## src/rtl/cbcb_pkg.sv

```systemverilog
// ----------------------------------------------------------------------------
// cbcb_pkg: shared types, constants and functions
// Widths, divider geometry and the boost arithmetic used by all modules.
// ----------------------------------------------------------------------------
package cbcb_pkg;

  localparam int unsigned MAX_WIDTH   = 4096;
  localparam int unsigned REG_W       = 13;
  localparam int unsigned X_W         = 12;
  localparam int unsigned CH_W        = 8;
  localparam int unsigned IDX_W       = 2;
  localparam int unsigned REM_W       = $clog2(MAX_WIDTH) + 1;
  localparam int unsigned DVD_W       = X_W + $clog2(MAX_WIDTH);
  localparam int unsigned DIV_STEPS   = 4;
  localparam int unsigned DIV_STAGES  = (DVD_W + DIV_STEPS - 1) / DIV_STEPS;
  localparam int unsigned IN_TDATA_W  = ((X_W + 3 * CH_W + 7) / 8) * 8;
  localparam int unsigned OUT_TDATA_W = ((3 * CH_W + 7) / 8) * 8;

  localparam logic [IDX_W-1:0] REG_IMAGE_WIDTH = 2'd0;
  localparam logic [IDX_W-1:0] REG_BAND_COUNT  = 2'd1;

  // Band index mod 3 picks the boosted channel.
  localparam logic [1:0] SEL_RED   = 2'd0;
  localparam logic [1:0] SEL_GREEN = 2'd1;
  localparam logic [1:0] SEL_BLUE  = 2'd2;

  localparam logic [CH_W-1:0] CH_MAX = {CH_W{1'b1}};

  typedef struct packed {
    logic [CH_W-1:0] red;
    logic [CH_W-1:0] green;
    logic [CH_W-1:0] blue;
  } pix_t;

  typedef struct packed {
    logic             valid;
    logic [REM_W-1:0] rem;
    logic [DVD_W-1:0] dvd;
    logic [1:0]       qmod;
    pix_t             pix;
  } div_t;

  // Append one quotient bit to a running quotient held mod 3.
  function automatic logic [1:0] mod3_step(input logic [1:0] qm, input logic qbit);
    logic [2:0] v;
    logic [1:0] r;
    v = {qm, qbit};
    case (v)
      3'd0:    r = 2'd0;
      3'd1:    r = 2'd1;
      3'd2:    r = 2'd2;
      3'd3:    r = 2'd0;
      3'd4:    r = 2'd1;
      3'd5:    r = 2'd2;
      default: r = 2'd0;
    endcase
    return r;
  endfunction

  // floor(3v/2) saturated at full scale.
  function automatic logic [CH_W-1:0] boost(input logic [CH_W-1:0] v);
    logic [CH_W:0] t;
    t = {1'b0, v} + {2'b00, v[CH_W-1:1]};
    return t[CH_W] ? CH_MAX : t[CH_W-1:0];
  endfunction

endpackage

```

## src/rtl/cbcb_cfg.sv

```systemverilog
// ----------------------------------------------------------------------------
// cbcb_cfg: configuration registers
// Hold image width and band count, clamped into 1..MAX_WIDTH on write.
// ----------------------------------------------------------------------------
module cbcb_cfg
  import cbcb_pkg::*;
(
  input  logic             clk_i,
  input  logic             rst_ni,
  input  logic             wr_en_i,
  input  logic [IDX_W-1:0] wr_index_i,
  input  logic [REG_W-1:0] wr_data_i,
  output logic [REG_W-1:0] width_o,
  output logic [REG_W-1:0] bands_o
);

  logic [REG_W-1:0] width_q, width_d;
  logic [REG_W-1:0] bands_q, bands_d;
  logic [REG_W-1:0] clamped;

  always_comb begin
    if (wr_data_i == '0) begin
      clamped = REG_W'(1);
    end else if (wr_data_i > REG_W'(MAX_WIDTH)) begin
      clamped = REG_W'(MAX_WIDTH);
    end else begin
      clamped = wr_data_i;
    end
    width_d = width_q;
    bands_d = bands_q;
    if (wr_en_i) begin
      case (wr_index_i)
        REG_IMAGE_WIDTH: width_d = clamped;
        REG_BAND_COUNT:  bands_d = clamped;
        default: ;
      endcase
    end
  end

  always_ff @(posedge clk_i or negedge rst_ni) begin
    if (!rst_ni) begin
      width_q <= REG_W'(1);
      bands_q <= REG_W'(1);
    end else begin
      width_q <= width_d;
      bands_q <= bands_d;
    end
  end

  assign width_o = width_q;
  assign bands_o = bands_q;

endmodule

```

## src/rtl/cbcb_div_stage.sv

```systemverilog
// ----------------------------------------------------------------------------
// cbcb_div_stage: one stage of the band divider
// Retire DIV_STEPS quotient bits by restoring division, keep quotient mod 3.
// ----------------------------------------------------------------------------
module cbcb_div_stage
  import cbcb_pkg::*;
(
  input  logic             clk_i,
  input  logic             rst_ni,
  input  logic             adv_i,
  input  logic [REG_W-1:0] width_i,
  input  div_t             in_i,
  output div_t             out_o
);

  logic             valid_q;
  logic [REM_W-1:0] rem_q, rem_d;
  logic [DVD_W-1:0] dvd_q, dvd_d;
  logic [1:0]       qmod_q, qmod_d;
  pix_t             pix_q;

  always_comb begin
    logic [REM_W:0] trial;
    logic [REM_W:0] divisor;
    divisor = (REM_W + 1)'(width_i);
    rem_d   = in_i.rem;
    dvd_d   = in_i.dvd;
    qmod_d  = in_i.qmod;
    for (int i = 0; i < DIV_STEPS; i++) begin
      trial = {rem_d, dvd_d[DVD_W-1]};
      dvd_d = {dvd_d[DVD_W-2:0], 1'b0};
      if (trial >= divisor) begin
        trial  = trial - divisor;
        qmod_d = mod3_step(qmod_d, 1'b1);
      end else begin
        qmod_d = mod3_step(qmod_d, 1'b0);
      end
      rem_d = trial[REM_W-1:0];
    end
  end

  always_ff @(posedge clk_i or negedge rst_ni) begin
    if (!rst_ni) begin
      valid_q <= 1'b0;
    end else if (adv_i) begin
      valid_q <= in_i.valid;
    end
  end

  always_ff @(posedge clk_i) begin
    if (adv_i) begin
      rem_q  <= rem_d;
      dvd_q  <= dvd_d;
      qmod_q <= qmod_d;
      pix_q  <= in_i.pix;
    end
  end

  assign out_o = {valid_q, rem_q, dvd_q, qmod_q, pix_q};

endmodule

```

## src/rtl/cbcb_boost.sv

```systemverilog
// ----------------------------------------------------------------------------
// cbcb_boost: channel boost and output register
// Boost the channel picked by band mod 3 and hold the result beat.
// ----------------------------------------------------------------------------
module cbcb_boost
  import cbcb_pkg::*;
(
  input  logic  clk_i,
  input  logic  rst_ni,
  input  logic  adv_i,
  input  div_t  in_i,
  output logic  valid_o,
  output pix_t  pix_o
);

  logic valid_q;
  pix_t pix_q, pix_d;

  always_comb begin
    pix_d = in_i.pix;
    case (in_i.qmod)
      SEL_RED:   pix_d.red   = boost(in_i.pix.red);
      SEL_GREEN: pix_d.green = boost(in_i.pix.green);
      SEL_BLUE:  pix_d.blue  = boost(in_i.pix.blue);
      default: ;
    endcase
  end

  always_ff @(posedge clk_i or negedge rst_ni) begin
    if (!rst_ni) begin
      valid_q <= 1'b0;
    end else if (adv_i) begin
      valid_q <= in_i.valid;
    end
  end

  always_ff @(posedge clk_i) begin
    if (adv_i) begin
      pix_q <= pix_d;
    end
  end

  assign valid_o = valid_q;
  assign pix_o   = pix_q;

endmodule

```

## src/rtl/column_band_channel_boost.sv

```systemverilog
// ----------------------------------------------------------------------------
// column_band_channel_boost: per-pixel channel boost by vertical band
// Throughput: one pixel per cycle while the output is not stalled; the
//   pipeline is the band product register, then the 6-stage divider (4
//   quotient bits per stage), then the boost output register.
// Reset (rst_ni low, asynchronous): all stage valid bits clear, image_width
//   and band_count return to 1. No clearing pass; input is taken at once.
// ----------------------------------------------------------------------------
module column_band_channel_boost
  import cbcb_pkg::*;
(
  input  logic                   clk_i,
  input  logic                   rst_ni,
  // input pixel stream
  input  logic                   s_axis_tvalid,
  output logic                   s_axis_tready,
  // [11:0] x_position, [19:12] blue_in, [27:20] green_in, [35:28] red_in,
  // [39:36] zero
  input  logic [IN_TDATA_W-1:0]  s_axis_tdata,
  // output pixel stream
  output logic                   m_axis_tvalid,
  input  logic                   m_axis_tready,
  // [7:0] blue_out, [15:8] green_out, [23:16] red_out
  output logic [OUT_TDATA_W-1:0] m_axis_tdata,
  // configuration writes: index 0 image_width, index 1 band_count
  input  logic                   cfg_valid_i,
  output logic                   cfg_ready_o,
  input  logic [IDX_W-1:0]       cfg_index_i,
  input  logic [REG_W-1:0]       cfg_data_i
);

  logic [REG_W-1:0] width;
  logic [REG_W-1:0] bands;
  logic             adv;
  logic             out_valid;
  pix_t             out_pix;

  // Stage 0 is the product register; stages 1..DIV_STAGES are divider stages.
  div_t stage_s [0:DIV_STAGES];

  logic             s0_valid_q;
  logic [DVD_W-1:0] s0_dvd_q, s0_dvd_d;
  pix_t             s0_pix_q;

  logic [X_W-1:0] in_x;
  pix_t           in_pix;

  // Unpack the input beat.
  assign in_x         = s_axis_tdata[X_W-1:0];
  assign in_pix.blue  = s_axis_tdata[X_W +: CH_W];
  assign in_pix.green = s_axis_tdata[X_W + CH_W +: CH_W];
  assign in_pix.red   = s_axis_tdata[X_W + 2*CH_W +: CH_W];

  // Configuration is always taken; software must write it only while idle (not enforced here).
  assign cfg_ready_o = 1'b1;

  cbcb_cfg u_cfg (
    .clk_i      (clk_i),
    .rst_ni     (rst_ni),
    .wr_en_i    (cfg_valid_i),
    .wr_index_i (cfg_index_i),
    .wr_data_i  (cfg_data_i),
    .width_o    (width),
    .bands_o    (bands)
  );

  // Whole pipeline advances together; it only holds when the output beat
  // is stuck, so bubbles never stop input while the output is free.
  assign adv           = !out_valid || m_axis_tready;
  assign s_axis_tready = adv;

  // Band numerator x * bands; the product fits DVD_W bits since bands is
  // clamped to MAX_WIDTH and x stays below MAX_WIDTH.
  assign s0_dvd_d = DVD_W'(in_x) * DVD_W'(bands);

  always_ff @(posedge clk_i or negedge rst_ni) begin
    if (!rst_ni) begin
      s0_valid_q <= 1'b0;
    end else if (adv) begin
      s0_valid_q <= s_axis_tvalid;
    end
  end

  always_ff @(posedge clk_i) begin
    if (adv) begin
      s0_dvd_q <= s0_dvd_d;
      s0_pix_q <= in_pix;
    end
  end

  // Start the division with an empty remainder and a zero quotient.
  assign stage_s[0] = {s0_valid_q, {REM_W{1'b0}}, s0_dvd_q, SEL_RED, s0_pix_q};

  // Divide by image_width, tracking only the quotient mod 3.
  for (genvar g = 0; g < DIV_STAGES; g++) begin : g_div
    cbcb_div_stage u_div (
      .clk_i   (clk_i),
      .rst_ni  (rst_ni),
      .adv_i   (adv),
      .width_i (width),
      .in_i    (stage_s[g]),
      .out_o   (stage_s[g+1])
    );
  end

  cbcb_boost u_boost (
    .clk_i   (clk_i),
    .rst_ni  (rst_ni),
    .adv_i   (adv),
    .in_i    (stage_s[DIV_STAGES]),
    .valid_o (out_valid),
    .pix_o   (out_pix)
  );

  assign m_axis_tvalid = out_valid;
  assign m_axis_tdata  = {out_pix.red, out_pix.green, out_pix.blue};

endmodule

```

## config.mk

```make
export PLATFORM = sky130hd
export DESIGN_NAME = column_band_channel_boost
export DESIGN_NICKNAME = d
export VERILOG_FILES = /design/src/rtl/cbcb_pkg.sv /design/src/rtl/cbcb_cfg.sv /design/src/rtl/cbcb_div_stage.sv /design/src/rtl/cbcb_boost.sv /design/src/rtl/column_band_channel_boost.sv
export SDC_FILE = /design/constraint.sdc
export NUM_CORES = 2
export LEC_CHECK = 0
export BUFFER_PORTS_ARGS = -buffer_cell sky130_fd_sc_hd__buf_2
export CAP_MARGIN = 10
export CORE_MARGIN = 5
export CORE_UTILIZATION = 65
export DETAILED_ROUTE_END_ITERATION = 8
export GPL_ROUTABILITY_DRIVEN = 1
export GPL_TIMING_DRIVEN = 0
export PLACE_DENSITY_LB_ADDON = 0.1
export SYNTH_ARGS = -nofsm -noshare
export SYNTH_HDL_FRONTEND = slang
export SYNTH_HIERARCHICAL = 1
export SYNTH_SLANG_ARGS = --single-unit
export TNS_END_PERCENT = 10
```

## constraint.sdc

```tcl
create_clock -name clk_i -period 18.5 [get_ports clk_i]
set_input_delay 2.775 -clock clk_i [delete_from_list [all_inputs] [get_ports clk_i]]
set_output_delay 2.775 -clock clk_i [all_outputs]
set_load 0.005 [all_outputs]
```

==> metrics.cfg <==
[run_status]
outcome=finished, final reports clean

[sta]
slew_viol_final=0
rsz0062_at_grt=false
max_clock_freq_mhz=81.6
hold_viol=0
fin_crit_sh_pct=66.2
worstMarginPinSlew_ns=1.13
fin_crit_ns=12.25
fin_skew_ns=0.0247
slew_headroom_pct=24.8
setup-tns-final_ns=0
setup_viol=0

[layout]
final_cell_mix=ha_1, inv_1, nand2_1
final_common_cell=ha_1
areaGrowthSynthToFinish_pct=8.17
drive_gt1_share_pct=10.4
nNetsFinal=4870

[global_routing]
antenna_found_initial=4
grt_overflow_total=0
grt_pass1_wl_um=147000
grt_usage_pct=27.5
grt_pass1_vias=29500
grt_max_degree=76

[floorplan]
rows=89
fp.dieH_um=254
io_pins=87
start_util_pct=65.6
die_area_um2=64400
die_w_um=254
core_area_um2=58900

[detailed_routing]
wl_per_cell_um=18.0
avgViaCountPerCell=6.13
first_pass_iters=6
ant_nets=0
drt_iter0_drc=2215
vias=31200
wirelength_um=91400
drc=0

[clocking]
numCtsBuffers=44
clk_pin_slew_ns=0.06
cts_tree=done
cts_setup_buffers=0
cts_max_level=2
cts_resized=0
root_buffer=clkbuf_16
insertion_delay_ns=0.59
clock-sinks=387
clk_path_buf_depth=3
cts_hold_buf=0

[synthesis]
ys_warn_count=6
synthCells=4108
synth_area_um2=38600
syn-mean-instance-area_um2=9.41

[placed_design]
dp_hpwl_um=71200
portBuffers=80
place.gp.congestion=0.946

[critical_path]
max_stage_delay_ns=0.97
crit_required_ns=18.87
startpoint_type=flip-flop
slowest_stage=dfstp_2
crit_path_max_fanout=25
arrival_ns=12.62
critPathCaptureType=flip-flop
crit_type=flip-flop to flip-flop

[worst_hold_path]
hold_path.class=flip-flop to flip-flop

[job]
cap_violations=0

==> final cells by class <==
cell class	count	area, µm²
inverters	392	1470
clock inverters	30	354
multi-input cells	3268	25400
flip-flops and latches	387	11500
plain buffers	96	488
repair buffers	86	558
well taps	773	967
fillers	4484	17100
diodes	4	10.0
clock buffers	51	1130
==> final timing paths <==
check,startpoint,endpoint,slack [ns],cells past startpoint
setup / recovery,u_cfg/width_o[0]$_DFFE_PN1P_,g_div[4].u_div/qmod_q[0]$_DFFE_PP_,6.25,38
hold / removal,g_div[2].u_div/out_o[23]$_DFFE_PP_,g_div[3].u_div/out_o[23]$_DFFE_PP_,0.41,0
setup reg to reg,u_cfg/width_o[0]$_DFFE_PN1P_,g_div[4].u_div/qmod_q[0]$_DFFE_PP_,6.25,38
hold reg to reg,g_div[2].u_div/out_o[23]$_DFFE_PP_,g_div[3].u_div/out_o[23]$_DFFE_PP_,0.41,0
max in group asynchronous,rst_ni,u_cfg/width_o[1]$_DFFE_PN0P_,15.69,1
min in group asynchronous,rst_ni,u_cfg/bands_o[1]$_DFFE_PN0P_,2.26,1
==> per-layer routing <==
| metal | global-route usage, % | part of all wire (%) | vias to the layer above |
|---|---|---|---|
| met5 | 0 | 0 | - |
| met4 | 7.99 | 3.0 | 0 |
| met3 | 3.51 | 5.5 | 160 |
| met2 | 45.6 | 47 | 872 |
| met1 | 38.3 | 44 | 14800 |
| li1 | - | - | 15300 |
==> registers in the layout, summed over array words and instances, names as in the netlist <==
name                 cells
u_cfg/bands_o           13
s0_dvd_q                24
u_cfg/width_o           13
g_div.u_div/rem_q       65
g_div.u_div/qmod_q      12
g_div.u_div/out_o      144
g_div.u_div/dvd_q       60
u_boost/pix_o           24
g_div.u_div/valid_q      6
u_boost/valid_o          1
s0_pix_q                24
s0_valid_q               1
==> critical path, delay by kind of cell, from the launching register on <==
family          cells  cell delay (ns)
fa+ha+maj           5             1.83
simple gates       10             1.89
mux                 1             0.42
buf+inv             5             1.45
flops               1             0.97
compound gates     17             5.44
==> per-stage QoR <==
stage	cells	worst slack (ns)	utilization, %	area (µm²)	hold WS (ns)
floorplan	4143	4.30	-	38800	0.400
global placement	4996	-0.0183	68.1	40100	0.400
detailed placement	5002	6.49	68.4	40300	0.405
CTS	5083	6.43	70.9	41800	0.412
global route	5086	5.47	71.0	41800	0.421
finish	5087	6.25	71.0	41800	0.413
Power is not shown: default switching activity piles up to over one toggle a cycle in this logic, so the estimate is an artifact.
